## src/rtl/core/gda_pkg.sv

```systemverilog
// Shared types, constants and calendar tables for the date arithmetic core.
package gda_pkg;

	localparam int MAX_YEAR_DEF = 9999;
	localparam int YEAR_IN_W    = 14;
	localparam int YEAR_W_DEF   = 14;
	localparam int MONTH_W      = 4;
	localparam int DAY_W        = 5;
	localparam int OFF_W        = 23;
	localparam int ACC_W        = 25;
	localparam int CUM_W        = 9;

	typedef enum logic [1:0] {
		KIND_ADD   = 2'd0,
		KIND_DIFF  = 2'd1,
		KIND_WDAY  = 2'd2,
		KIND_CHECK = 2'd3
	} kind_t;

	typedef struct packed {
		logic clr;
		logic inc;
	} ycmd_t;

	function automatic logic [DAY_W-1:0] month_len(input logic [MONTH_W-1:0] m,
		input logic leap);
		logic [DAY_W-1:0] n;
		unique case (m)
			4'd1, 4'd3, 4'd5, 4'd7, 4'd8, 4'd10, 4'd12: n = 5'd31;
			4'd4, 4'd6, 4'd9, 4'd11:                    n = 5'd30;
			4'd2:                                        n = leap ? 5'd29 : 5'd28;
			default:                                     n = 5'd0;
		endcase
		return n;
	endfunction

	// days in the year before the first of month m
	function automatic logic [CUM_W-1:0] cum_days(input logic [MONTH_W-1:0] m,
		input logic leap);
		logic [CUM_W-1:0] n;
		unique case (m)
			4'd2:    n = 9'd31;
			4'd3:    n = 9'd59;
			4'd4:    n = 9'd90;
			4'd5:    n = 9'd120;
			4'd6:    n = 9'd151;
			4'd7:    n = 9'd181;
			4'd8:    n = 9'd212;
			4'd9:    n = 9'd243;
			4'd10:   n = 9'd273;
			4'd11:   n = 9'd304;
			4'd12:   n = 9'd334;
			default: n = 9'd0;
		endcase
		if (leap && m > 4'd2) begin
			n = n + 9'd1;
		end
		return n;
	endfunction

endpackage

```

## src/rtl/core/gda_year_ctr.sv

```systemverilog
// Year counter with running mod-4/100/400 residues that flags leap years.
module gda_year_ctr #(
	parameter int YEAR_W = gda_pkg::YEAR_W_DEF
) (
	input  logic              clk,
	input  logic              arst_n,
	input  gda_pkg::ycmd_t    cmd,
	output logic [YEAR_W-1:0] year,
	output logic              leap
);

	logic [YEAR_W-1:0] year_q;
	logic [6:0]        c100_q;
	logic [8:0]        c400_q;

	always_ff @(posedge clk or negedge arst_n) begin
		if (!arst_n) begin
			year_q <= YEAR_W'(1);
			c100_q <= 7'd1;
			c400_q <= 9'd1;
		end else if (cmd.clr) begin
			year_q <= YEAR_W'(1);
			c100_q <= 7'd1;
			c400_q <= 9'd1;
		end else if (cmd.inc) begin
			year_q <= year_q + YEAR_W'(1);
			c100_q <= (c100_q == 7'd99) ? 7'd0 : c100_q + 7'd1;
			c400_q <= (c400_q == 9'd399) ? 9'd0 : c400_q + 9'd1;
		end
	end

	assign year = year_q;
	assign leap = ((c400_q[1:0] == 2'd0) && (c100_q != 7'd0)) || (c400_q == 9'd0);

endmodule

```

## src/rtl/core/gregorian_date_arithmetic_core.sv

```systemverilog
// Top level: Gregorian date add, difference, weekday and validity core.
// One word per start pulse, taken when start is high and busy is low; busy stays
// high until the result, which is shown for a single cycle with done and cannot be
// held off. Every date is turned into a day count by walking years one per cycle
// through a shared accumulator: check and weekday walk the years of date A, and
// weekday then folds the day count mod 7; difference walks the years of A and B;
// add walks those of A and then of the result, capped at MAX_YEAR. An invalid date
// A ends the word after the year walk. The longest word is a difference between two
// dates in year 16383.
module gregorian_date_arithmetic_core #(
	parameter int MAX_YEAR = gda_pkg::MAX_YEAR_DEF
) (
	input  logic                             clk,
	input  logic                             arst_n,
	input  logic                             start,
	output logic                             busy,
	input  logic [1:0]                       kind,
	input  logic [gda_pkg::YEAR_IN_W-1:0]    year_a,
	input  logic [gda_pkg::MONTH_W-1:0]      month_a,
	input  logic [gda_pkg::DAY_W-1:0]        day_a,
	input  logic [gda_pkg::YEAR_IN_W-1:0]    year_b,
	input  logic [gda_pkg::MONTH_W-1:0]      month_b,
	input  logic [gda_pkg::DAY_W-1:0]        day_b,
	input  logic signed [gda_pkg::OFF_W-1:0] offset,
	output logic                             done,
	output logic [gda_pkg::YEAR_IN_W-1:0]    res_year,
	output logic [gda_pkg::MONTH_W-1:0]      res_month,
	output logic [gda_pkg::DAY_W-1:0]        res_day,
	output logic signed [gda_pkg::OFF_W-1:0] day_difference,
	output logic [2:0]                       weekday,
	output logic                             date_valid,
	output logic                             range_error
);

	localparam int YSPAN  = (MAX_YEAR > 16383) ? MAX_YEAR : 16383;
	localparam int YEAR_W = $clog2(YSPAN + 1);
	localparam int ACC_W  = gda_pkg::ACC_W;
	localparam int OFF_W  = gda_pkg::OFF_W;
	localparam logic signed [ACC_W-1:0] DIFF_MAX = ACC_W'(4194303);
	localparam logic signed [ACC_W-1:0] DIFF_MIN = -ACC_W'(4194304);

	typedef enum logic [3:0] {
		ST_IDLE,
		ST_SER_Y,
		ST_SER_M,
		ST_POST,
		ST_WALK_INIT,
		ST_WALK_Y,
		ST_WALK_M,
		ST_SAT,
		ST_MOD7
	} state_t;

	state_t                              state_q;
	gda_pkg::kind_t                      kind_q;
	logic [gda_pkg::YEAR_IN_W-1:0]       ya_q, yb_q;
	logic [gda_pkg::MONTH_W-1:0]         ma_q, mb_q, mc_q;
	logic [gda_pkg::DAY_W-1:0]           da_q, db_q;
	logic signed [OFF_W-1:0]             off_q;
	logic                                phase_b_q;
	logic signed [ACC_W-1:0]             acc_q, sera_q;
	logic                                done_q, valid_q, rerr_q;
	logic [gda_pkg::YEAR_IN_W-1:0]       ry_q;
	logic [gda_pkg::MONTH_W-1:0]         rm_q;
	logic [gda_pkg::DAY_W-1:0]           rd_q;
	logic signed [OFF_W-1:0]             diff_q;
	logic [2:0]                          wd_q;

	gda_pkg::ycmd_t                      ycmd;
	logic [YEAR_W-1:0]                   yc;
	logic                                leap;
	logic [gda_pkg::YEAR_IN_W-1:0]       tgt_y;
	logic [gda_pkg::MONTH_W-1:0]         tgt_m;
	logic [gda_pkg::DAY_W-1:0]           tgt_d;
	logic                                tgt_ok;
	logic signed [ACC_W-1:0]             ylen_x, mlen_x;
	logic                                y_fits, at_max, at_tgt;
	logic                                accept;

	assign accept = start && !busy;
	assign tgt_y  = phase_b_q ? yb_q : ya_q;
	assign tgt_m  = phase_b_q ? mb_q : ma_q;
	assign tgt_d  = phase_b_q ? db_q : da_q;
	assign tgt_ok = (tgt_m >= 4'd1) && (tgt_m <= 4'd12) && (tgt_d != '0)
		&& (tgt_d <= gda_pkg::month_len(tgt_m, leap));
	assign ylen_x = leap ? ACC_W'(366) : ACC_W'(365);
	assign mlen_x = ACC_W'(gda_pkg::month_len(mc_q, leap));
	assign y_fits = acc_q < ylen_x;
	assign at_max = yc == YEAR_W'(MAX_YEAR);
	assign at_tgt = yc == YEAR_W'(tgt_y);

	always_comb begin
		ycmd.clr = 1'b0;
		ycmd.inc = 1'b0;
		unique case (state_q)
			ST_IDLE:      ycmd.clr = accept;
			ST_SER_Y:     ycmd.inc = !at_tgt;
			ST_POST:      ycmd.clr = (kind_q == gda_pkg::KIND_DIFF) && !phase_b_q;
			ST_WALK_INIT: ycmd.clr = 1'b1;
			ST_WALK_Y:    ycmd.inc = !y_fits && !at_max;
			default:      ycmd.inc = 1'b0;
		endcase
	end

	gda_year_ctr #(
		.YEAR_W (YEAR_W)
	) u_year (
		.clk    (clk),
		.arst_n (arst_n),
		.cmd    (ycmd),
		.year   (yc),
		.leap   (leap)
	);

	always_ff @(posedge clk or negedge arst_n) begin
		if (!arst_n) begin
			state_q   <= ST_IDLE;
			kind_q    <= gda_pkg::KIND_ADD;
			ya_q      <= '0;
			ma_q      <= '0;
			da_q      <= '0;
			yb_q      <= '0;
			mb_q      <= '0;
			db_q      <= '0;
			mc_q      <= '0;
			off_q     <= '0;
			acc_q     <= '0;
			sera_q    <= '0;
			phase_b_q <= 1'b0;
			done_q    <= 1'b0;
			valid_q   <= 1'b0;
			rerr_q    <= 1'b0;
			ry_q      <= '0;
			rm_q      <= '0;
			rd_q      <= '0;
			diff_q    <= '0;
			wd_q      <= '0;
		end else begin
			done_q <= 1'b0;
			unique case (state_q)
				ST_IDLE: begin
					if (accept) begin
						kind_q    <= gda_pkg::kind_t'(kind);
						ya_q      <= year_a;
						ma_q      <= month_a;
						da_q      <= day_a;
						yb_q      <= year_b;
						mb_q      <= month_b;
						db_q      <= day_b;
						off_q     <= offset;
						phase_b_q <= 1'b0;
						acc_q     <= '0;
						valid_q   <= 1'b0;
						rerr_q    <= 1'b0;
						ry_q      <= '0;
						rm_q      <= '0;
						rd_q      <= '0;
						diff_q    <= '0;
						wd_q      <= '0;
						if (year_a == '0) begin
							done_q <= 1'b1;
						end else begin
							state_q <= ST_SER_Y;
						end
					end
				end
				ST_SER_Y: begin
					if (at_tgt) begin
						state_q <= ST_SER_M;
					end else begin
						acc_q <= acc_q + ylen_x;
					end
				end
				ST_SER_M: begin
					if (!tgt_ok) begin
						done_q  <= 1'b1;
						state_q <= ST_IDLE;
					end else begin
						acc_q   <= acc_q + ACC_W'(gda_pkg::cum_days(tgt_m, leap))
							+ ACC_W'(tgt_d) - ACC_W'(1);
						state_q <= ST_POST;
					end
				end
				ST_POST: begin
					unique case (kind_q)
						gda_pkg::KIND_CHECK: begin
							valid_q <= 1'b1;
							done_q  <= 1'b1;
							state_q <= ST_IDLE;
						end
						gda_pkg::KIND_ADD: begin
							valid_q <= 1'b1;
							acc_q   <= acc_q + {{(ACC_W-OFF_W){off_q[OFF_W-1]}}, off_q};
							state_q <= ST_WALK_INIT;
						end
						gda_pkg::KIND_DIFF: begin
							if (!phase_b_q) begin
								sera_q    <= acc_q;
								acc_q     <= '0;
								phase_b_q <= 1'b1;
								if (yb_q == '0) begin
									done_q  <= 1'b1;
									state_q <= ST_IDLE;
								end else begin
									state_q <= ST_SER_Y;
								end
							end else begin
								acc_q   <= sera_q - acc_q;
								state_q <= ST_SAT;
							end
						end
						gda_pkg::KIND_WDAY: begin
							state_q <= ST_MOD7;
						end
					endcase
				end
				ST_WALK_INIT: begin
					if (acc_q[ACC_W-1]) begin
						rerr_q  <= 1'b1;
						done_q  <= 1'b1;
						state_q <= ST_IDLE;
					end else begin
						state_q <= ST_WALK_Y;
					end
				end
				ST_WALK_Y: begin
					if (y_fits) begin
						mc_q    <= 4'd1;
						state_q <= ST_WALK_M;
					end else if (at_max) begin
						rerr_q  <= 1'b1;
						done_q  <= 1'b1;
						state_q <= ST_IDLE;
					end else begin
						acc_q <= acc_q - ylen_x;
					end
				end
				ST_WALK_M: begin
					if (mc_q < 4'd12 && acc_q >= mlen_x) begin
						acc_q <= acc_q - mlen_x;
						mc_q  <= mc_q + 4'd1;
					end else begin
						ry_q    <= yc[gda_pkg::YEAR_IN_W-1:0];
						rm_q    <= mc_q;
						rd_q    <= acc_q[gda_pkg::DAY_W-1:0] + gda_pkg::DAY_W'(1);
						done_q  <= 1'b1;
						state_q <= ST_IDLE;
					end
				end
				ST_SAT: begin
					if (acc_q > DIFF_MAX) begin
						diff_q <= DIFF_MAX[OFF_W-1:0];
					end else if (acc_q < DIFF_MIN) begin
						diff_q <= DIFF_MIN[OFF_W-1:0];
					end else begin
						diff_q <= acc_q[OFF_W-1:0];
					end
					valid_q <= 1'b1;
					done_q  <= 1'b1;
					state_q <= ST_IDLE;
				end
				ST_MOD7: begin
					// 8 = 1 mod 7: fold octal digits until one is left, 7 standing for 0
					if (acc_q[ACC_W-1:3] == '0) begin
						wd_q    <= (acc_q[2:0] == 3'd6) ? 3'd0
							: (acc_q[2:0] == 3'd7) ? 3'd1 : acc_q[2:0] + 3'd1;
						valid_q <= 1'b1;
						done_q  <= 1'b1;
						state_q <= ST_IDLE;
					end else begin
						acc_q <= ACC_W'(acc_q[ACC_W-1:3]) + ACC_W'(acc_q[2:0]);
					end
				end
				default: begin
					state_q <= ST_IDLE;
				end
			endcase
		end
	end

	assign busy           = state_q != ST_IDLE;
	assign done           = done_q;
	assign res_year       = ry_q;
	assign res_month      = rm_q;
	assign res_day        = rd_q;
	assign day_difference = diff_q;
	assign weekday        = wd_q;
	assign date_valid     = valid_q;
	assign range_error    = rerr_q;

`ifndef SYNTH
	a_done_idle: assert property (@(posedge clk) disable iff (!arst_n)
		done |-> !busy) else $error("done while busy");
	a_accept_busy: assert property (@(posedge clk) disable iff (!arst_n)
		(start && !busy && year_a != '0) |=> busy) else $error("accepted word not worked");
	a_invalid_zero: assert property (@(posedge clk) disable iff (!arst_n)
		(done && !date_valid) |-> (res_year == '0 && res_month == '0 && res_day == '0
		&& day_difference == '0 && weekday == '0 && !range_error))
		else $error("invalid date with nonzero result");
	a_range_zero: assert property (@(posedge clk) disable iff (!arst_n)
		(done && range_error) |-> (date_valid && res_year == '0 && res_month == '0
		&& res_day == '0)) else $error("range error with date");
	a_weekday: assert property (@(posedge clk) disable iff (!arst_n)
		done |-> weekday <= 3'd6) else $error("weekday out of range");
`endif

endmodule
```

## config.mk

```make
export PLATFORM = sky130hd
export DESIGN_NAME = gregorian_date_arithmetic_core
export DESIGN_NICKNAME = d
export VERILOG_FILES = /design/src/rtl/core/gda_pkg.sv /design/src/rtl/core/gda_year_ctr.sv /design/src/rtl/core/gregorian_date_arithmetic_core.sv
export SDC_FILE = /design/constraint.sdc
export NUM_CORES = 1
export LEC_CHECK = 0
export ABC_AREA = 1
export BUFFER_PORTS_ARGS = -buffer_cell sky130_fd_sc_hd__buf_2
export CAP_MARGIN = 20
export CORE_MARGIN = 1
export CORE_UTILIZATION = 65
export CTS_CLUSTER_SIZE = 24
export DETAILED_ROUTE_END_ITERATION = 8
export GPL_TIMING_DRIVEN = 0
export PLACE_DENSITY = 0.84
export SETUP_SLACK_MARGIN = 0.3
export SKIP_LAST_GASP = 1
export SYNTH_ARGS = -nofsm -noshare
export SYNTH_HDL_FRONTEND = slang
export SYNTH_SLANG_ARGS = --single-unit
```

## constraint.sdc

```tcl
create_clock -name clk -period 11.71 [get_ports clk]
set_clock_uncertainty 0.15 [all_clocks]
set_input_delay 1.171 -clock clk [delete_from_list [all_inputs] [get_ports clk]]
set_output_delay 1.171 -clock clk [all_outputs]
set_load 0.02 [all_outputs]
```

==> results of run 1 <==
layer usage:
layer / up-vias / routed length (µm) / GRT usage
met5: - / 11 / 0
met4: 2 / 6280 / 0.328
met3: 438 / 9400 / 0.111
met2: 1625 / 33100 / 0.747
met1: 10900 / 28400 / 0.580
li1: 10900 / - / -
synthesized netlist by cell type, types with 17 or more instances:
cell type  instances  area, µm²
a21oi_1          108        541
buf_2             24        120
clkbuf_1          36        135
dfrtp_1          209       5230
ha_1             174       2180
inv_1            383       1440
nand2_1         1198       4500
nand2_2           17        106
nand3_1          324       1620
nand3b_1          18        135
nand4_1           68        425
nor2_1           276       1040
nor3_1            38        190
o21ai_0          161        806
xor2_1            35        307
cells in the final DEF (no fill, tap or decap), drive strengths merged, types with 2 or more instances in the layout:
cell / netlist / final
o21bai: 6 / 6
buf: 50 / 178
clkbuf: 38 / 69
and2: 6 / 6
xnor2: 13 / 13
xor2: 35 / 35
o21a: 5 / 5
nand3: 327 / 327
nor3b: 2 / 2
dfstp: 3 / 3
a21oi: 111 / 111
or2: 16 / 16
a31oi: 2 / 2
bufinv: 0 / 3
nor3: 41 / 41
fa: 11 / 11
o21ai: 189 / 189
a211oi: 3 / 3
nor2: 286 / 286
clkinv: 11 / 18
nand4: 69 / 69
o22ai: 6 / 6
dfrtp: 209 / 209
o221ai: 2 / 2
nor4: 8 / 8
o31ai: 3 / 3
nand3b: 20 / 20
o211ai: 5 / 5
a21o: 3 / 3
nand2: 1219 / 1219
inv: 399 / 401
a21boi: 3 / 3
a32oi: 2 / 2
a22oi: 2 / 2
ha: 174 / 174
state kept, by name, indices dropped and copies added, names as in the netlist, 5 cells and up:
signal          count
res_year           14
res_day             5
db_q                5
u_year.year        14
sera_q             25
u_year.c100_q       7
u_year.c400_q       9
ya_q               14
yb_q               14
off_q              23
day_difference     23
acc_q              25
da_q                5
worst register-to-register path, delay by kind of cell, from the launching register on:
kind,cells,cell delay (ns)
buf+inv,7,0.90
flops,1,0.40
fa+ha+maj,5,1.36
xor+xnor,1,0.17
simple gates,15,1.65
compound gates,4,0.82
kinds of logic (layout without fill, tap and decap cells):
group           Yosys count  after routing
compound gates          346            346
xor+xnor                 48             48
fa+ha+maj               185            185
buf+inv                 498            669
flops                   212            212
mux                       1              1
simple gates           1996           1996
metrics by stage:
stage,setup WS [ns],std cells
after floorplan,7.01,3286
after global placement,5.91,3808
after detailed placement,6.23,3809
after CTS,6.18,3852
after global routing,5.75,3853
final,6.07,3853
area by class of cell:
type	count	area (µm²)
Buffer	88	479
Clock buffer	31	637
Clock inverter	12	178
Fill cell	2465	8270
Inverter	410	1540
Multi-Input combinational cell	2576	13200
Sequential cell	212	5310
Tap cell	396	495
Timing Repair Buffer	128	683
worst min-delay path by stage:
stage / start / to / slack [ns] / cells after the start
floorplan: da_q[0] / da_q[0] / 0.30 / 2
global placement: res_year[12] / res_year[12] / 0.30 / 2
detailed placement: res_year[3] / res_year[3] / 0.31 / 2
CTS: res_year[3] / res_year[3] / 0.33 / 2
global route: res_year[12] / res_year[12] / 0.34 / 2
finish: res_day[0] / res_day[0] / 0.33 / 2
==> key figures, run 1 <==
Finish
  • Antenna cell count: 0
  • Synth-to-layout area growth: 9.69%
  • Nets: between 3000 and 4000
  • Util after Layout: 0.732
  • Share of cells above drive strength 1: 0.0879
  • Post-route cell area: 22600 µm²

CTS
  • # Post-CTS Setup Buffers: 0
  • TritonCTS clock tree: yes
  • CTS Root Cell: clkbuf_16
  • Worst-path clk slew: approximately 0.060 ns
  • Clock sinks: ~210
  • Hold Buf Count CTS: 0
  • Worst skew pair latency: 0.56 ns
  • CTS Buf Count: 24
  • Clk buf depth: 3
  • Post_cts resized: 0
  • H-tree Lvls: 1

Routing
  • DRC Markers: 6
  • Routed len/inst: around 20 µm
  • Initial DRC count: 3017
  • Vias per cell: 6.18
  • Via count: 23800
  • DRT Pass-1 Iters: 8
  • Routed Antenna Nets: 0
  • WL final: slightly below 80 mm

Worst setup path
  • Top cell by count, worst path: nand2_1
  • CP top delay family: simple AND/OR/NAND/NOR gates
  • CP max stage cell: dfrtp_1
  • Startpoint types: flip-flop
  • Reg-to-reg critical path startpoint: phase_b_q
  • CP Max Fanout: 10
  • R2R depth: 32
  • Critical Path End: acc_q[9]
  • Kind of critical path: reg -> reg
  • Worst setup startpoint: phase_b_q
  • Worst path required time: between 10 and 15 ns
  • FF-to-FF End: acc_q[9]
  • Levels on crit path: 32
  • R2R Setup Slk: approximately 6 ns
  • Worst Path Buf+Inv: 7
  • CP max stage delay: 0.40 ns
  • Crit end category: flip-flop
  • WP data arrival: about 5.9 ns

Global routing
  • First-pass GRT wire length: roughly 120 mm
  • Gr ovfl total: 0
  • Initial antenna violation count: 2
  • Total global-route track usage: 0.475
  • Vias in the first global route: 22500
  • Pin count of the biggest net entering global routing: around 120

Synthesis
  • Flops & latches, synth: roughly 210
  • Post-Synth Simple-Gate Area: 0.412
  • Main synth FF type: dfrtp_1
  • Largest family of logic cells by synthesized area: simple AND/OR/NAND/NOR gates
  • Mapped Nets: 3545
  • Synth Area in Compound Gates: 0.0937
  • Netlist cell types: 66
  • Synth Instances: between 3000 and 4000
  • Avg Cell Area, Syn: between 6 and 7 µm²
  • EDFF count, synth: 0
  • Adder-cell share of the synthesized area: 0.117
  • Sequential fraction of the synthesis area: 0.258
  • Mux share of post-synthesis cell area: 0.000487
  • Xor/xnor share of the synthesized area: 0.0204
  • Post-Syn Area: around 21000 µm²
  • Async SR Flop Fraction: 1.00
  • Warnings from Yosys: 0

Timing
  • Worst-margin pin slew: ~1.2 ns
  • Final setup viols: 0
  • Hold Vio Cnt, Final: 0
  • Setup TNS: 0 ns
  • Hold Slack: approximately 0.33 ns
  • RSZ-0062 raised after global routing: no
  • Max-slew violations: 0
  • Fin crit share: 0.482
  • Fmax: ~0.18 GHz
  • Final worst path period need: 5.64 ns
  • Slew HR: 0.199

Die
  • Starting Density: 0.667
  • Die W: 180 µm
  • Row cnt: 64
  • Die H: approximately 180 µm
  • Die area: between 30000 and 40000 µm²
  • Core area: roughly 31000 µm²
  • IO Pins: approximately 130

Placed design
  • Cell Area, Placed: 21700 µm²
  • Placed wire-length estimate: 58.5 mm
  • GPL Wtd Cong: around 1.1
  • IO buf count: between 100 and 150

Run status
  • Failing checks: DRC
  • Status: finished with violations

Min path
  • Hold Crit Class: reg -> reg

Flow run
  • Max-cap check violation count: 0
Power of run 1 is left out: the tool's default activity adds up to more than one toggle a clock period on the data nets, which glitch-free logic cannot reach.
==> run 2, diff against run 1 <==
--- a/config.mk
+++ b/config.mk
@@ -5,15 +5,15 @@
 export SDC_FILE = /design/constraint.sdc
 export NUM_CORES = 1
 export LEC_CHECK = 0
-export ABC_AREA = 1
+export ABC_AREA = 0
 export BUFFER_PORTS_ARGS = -buffer_cell sky130_fd_sc_hd__buf_2
 export CAP_MARGIN = 20
 export CORE_MARGIN = 1
-export CORE_UTILIZATION = 65
+export CORE_UTILIZATION = 62
 export CTS_CLUSTER_SIZE = 24
 export DETAILED_ROUTE_END_ITERATION = 8
 export GPL_TIMING_DRIVEN = 0
-export PLACE_DENSITY = 0.84
+export PLACE_DENSITY = 0.82
 export SETUP_SLACK_MARGIN = 0.3
 export SKIP_LAST_GASP = 1
 export SYNTH_ARGS = -nofsm -noshare
==> constraint.sdc (replaced) <==
create_clock -name clk -period 5.9 [get_ports clk]
set_clock_uncertainty 0.15 [all_clocks]
set_input_delay 0.59 -clock clk [delete_from_list [all_inputs] [get_ports clk]]
set_output_delay 0.59 -clock clk [all_outputs]
set_load 0.02 [all_outputs]
==> run 2 against run 1 <==
Compared with the run above:
- the run ends with setup timing left
- register-to-register slack worse by 6.3 ns
- via count down 23%
- first-iteration DRC count down 31%
- fmax down 8.7%
- area after synthesis down 15%
- setup slack worse by 6.3 ns
- critical path depth down 6
- routed wire length down 15%
- final cell count down 28%
==> key figures, run 2 <==
Run status
  • Status: finished with violations
  • Failing checks: setup timing

Timing
  • Slew HR: 0.203 (+0.00367)
  • Hold Vio Cnt, Final: 0 (unchanged)
  • Final setup margin: -0.276 ns (-6.35 ns)
  • Fmax: 0.162 GHz (-8.7%)
  • Fin crit share: 1.05 (+0.565)
  • RSZ-0062 raised after global routing: yes
  • Worst-margin pin slew: 1.20 ns (-0.00550 ns)
  • Setup TNS: -0.913 ns (-0.913 ns)
  • Final setup viols: 6 (+6)
  • Max-slew violations: 0 (unchanged)
  • Final worst path period need: 6.18 ns (+0.536 ns)

Min path
  • Hold_sp: offset[19]
  • Worst Hold Path EP: off_q[19]
  • Hold Crit Class: in -> reg
  • Hold Path Cell Cnt: 3 (+1)

Routing
  • Routed Antenna Nets: 0 (unchanged)
  • Routed len/inst: 23.8 µm (+19%)
  • WL final: 65.8 mm (-15%)
  • Initial DRC count: 2082 (-31%)
  • DRC Markers: 0 (-6)
  • Via count: 18400 (-23%)
  • DRT Pass-1 Iters: 6 (-2)
  • Vias per cell: 6.68 (+8.1%)

Placed design
  • Cell Area, Placed: 18700 µm² (-14%)
  • IO buf count: 126 (unchanged)
  • Placed cells: 2681 (-30%)
  • Pre-CTS setup slack: -1.12 ns (-7.35 ns)
  • Placed wire-length estimate: 46.6 mm (-20%)
  • GPL Wtd Cong: 1.02 (-7.8%)

Global routing
  • First-pass GRT wire length: 97.0 mm (-19%)
  • Pin count of the biggest net entering global routing: 117 (-3.3%)
  • Total global-route track usage: 0.438 (-0.0370)
  • Gr ovfl total: 0 (unchanged)
  • Initial antenna violation count: 1 (-1)
  • Vias in the first global route: 17500 (-22%)

Finish
  • Reg area: 5310 µm² (unchanged)
  • Most frequent cells in the layout: 391 x nand2_1, 209 x dfrtp_1, 164 x ha_1
  • Share of cells above drive strength 1: 0.132 (+0.0438)
  • Commonest non-fill, non-tap cell in the layout: nand2_1
  • Multi-input gate area: 11800 µm² (-11%)
  • Nets: 2624 (-29%)
  • Synth-to-layout area growth: 15.9%
  • Fillers: 2109 (-14%)
  • Post-route insts no fill: 2762 (-28%)
  • Top flop regs: acc_q (25), sera_q (25)
  • Post-route cell area: 20300 µm² (-10%)

CTS
  • H-tree Lvls: 1 (unchanged)
  • CTS Buf Count: 25 (+4.2%)
  • Clock sinks: 212 (unchanged)
  • Worst-path clk slew: 0.06 ns (about the same)
  • Clk buf depth: 3 (unchanged)
  • CTS Root Cell: clkbuf_16
  • Worst skew pair latency: 0.57 ns (about the same)
  • TritonCTS clock tree: yes

Die
  • Starting Density: 0.630 (-0.0368)
  • IO Pins: 127 (unchanged)
  • Die W: 170 µm (-5.5%)
  • Die area: 28900 µm² (-11%)
  • Core area: 27800 µm² (-9.9%)
  • Die H: 170 µm (-5.5%)
  • Row cnt: 61 (-4.7%)

Synthesis
  • Most frequent cell after synthesis: nand2_1
  • Avg Cell Area, Syn: 8.05 µm² (+29%)
  • Synth top cells by count: 392 x nand2_1, 209 x dfrtp_1, 174 x ha_1
  • Post-Syn Area: 17500 µm² (-15%)
  • Sequential fraction of the synthesis area: 0.303 (+0.0450)
  • Synth top area cells: dfrtp_1 30%, ha_1 12%, nand2_1 8.4%
  • Most area-hungry cell type in the Yosys netlist: dfrtp_1
  • Warnings from Yosys: 0 (unchanged)
  • Synth Instances: 2175 (-34%)
  • EDFF count, synth: 0 (unchanged)
  • Main synth FF type: dfrtp_1
  • Netlist cell types: 94 (+42%)
  • Post-synth top area share: 0.299 (+0.0444)
  • Async SR Flop Fraction: 1.00 (unchanged)
  • Mapped Nets: 2434 (-31%)
  • Flops & latches, synth: 212 (unchanged)

Worst setup path
  • CP Max Fanout: 6 (-4)
  • Crit end category: flip-flop
  • R2R Setup Slk: -0.28 ns (-6.35 ns)
  • FF-to-FF End: acc_q[24]
  • R2R depth: 26 (-19%)
  • Kind of critical path: reg -> reg
  • Reg-to-reg critical path startpoint: phase_b_q
  • Worst path required time: 6.19 ns (-5.76 ns)
  • Startpoint types: flip-flop
  • WP data arrival: 6.46 ns (+0.58 ns)

Flow run
  • Max-cap check violation count: 0 (unchanged)
-- run 2: cell count changes in the layout (fill, tap and decap cells not counted), sizes merged, moves of 41 or more --
cell    delta
nand2    -826
inv      -299
a21oi     +41
nand4     -41
nand3    -255
clkbuf    +46
nor2     -130
xnor2     +82
-- run 2: cell type report --
cell class | count | area share
clock inverter | 16 | 0.0102
antenna | 1 | 0.000123
inverter | 103 | 0.0192
clock buffer | 29 | 0.0330
tap | 378 | 0.0233
timing repair buffer | 163 | 0.0476
multi-input combinational | 1755 | 0.583
buffer | 105 | 0.0224
sequential | 212 | 0.262
-- run 2: worst max path at each step --
stage                     slack, ns  cells after the start  startpoint   endpoint
after floorplan                0.31                     25   phase_b_q  acc_q[22]
after global placement        -0.96                     25   phase_b_q  acc_q[24]
after detailed placement      -1.12                     25   phase_b_q  acc_q[24]
after CTS                      0.19                     26   phase_b_q  acc_q[24]
after global routing          -0.44                     24   phase_b_q  acc_q[24]
final                         -0.28                     26   phase_b_q  acc_q[24]
-- run 2: kinds of logic after synthesis --
kind of cell | Yosys count | share of synthesized area
xor+xnor | 138 | 0.0690
mux | 44 | 0.0256
buf+inv | 208 | 0.0467
compound gates | 563 | 0.204
flops | 212 | 0.303
simple gates | 825 | 0.214
fa+ha+maj | 185 | 0.137
-- run 2: metrics by stage --
step	hold slack, ns	utilization
after floorplan	0.144	-
after CTS	0.0543	0.719
after detailed placement	0.309	0.674
after global placement	0.306	0.672
final	0.0602	0.731
after global routing	0.0703	0.731
-- run 2: worst max-delay path, cell delays in order, from the launching register on --
cell       delay (ns)
dfrtp_1          0.36
buf_6            0.15
buf_12           0.13
mux2i_4          0.39
buf_6            0.16
buf_6            0.09
ha_4             0.13
a21boi_2         0.05
o21ai_2          0.24
ha_2             0.31
o2111ai_4        0.17
nor3_4           0.24
nand3_2          0.13
o32a_1           0.44
ha_1             0.32
inv_2            0.04
ha_4             0.26
ha_4             0.20
a21o_4           0.23
a211oi_4         0.27
or3b_4           0.22
o2111ai_4        0.19
a211oi_4         0.38
or3_4            0.19
a21oi_2          0.07
o311ai_4         0.37
o211ai_1         0.14
-- run 2: metal layers --
| metal | vias up | track usage | part of all wire |
|---|---|---|---|
| li1 | 8087 | - | - |
| met1 | 8813 | 0.538 | 0.37 |
| met2 | 1210 | 0.715 | 0.45 |
| met3 | 337 | 0.0756 | 0.096 |
| met4 | 0 | 0.280 | 0.076 |
| met5 | - | 0 | 0 |
-- run 2: what timing repair did --
item                                    in CTS  in global routing
pin swaps                                   27                 35
gates cloned                                 0                  0
hold endpoints to repair                    95                  0
hold buffers                                 1                  0
gates resized for setup                     48                 43
endpoints found under the setup margin      27                 23
buffers inserted                            20                 14
Power of run 2 is left out for the same reason.
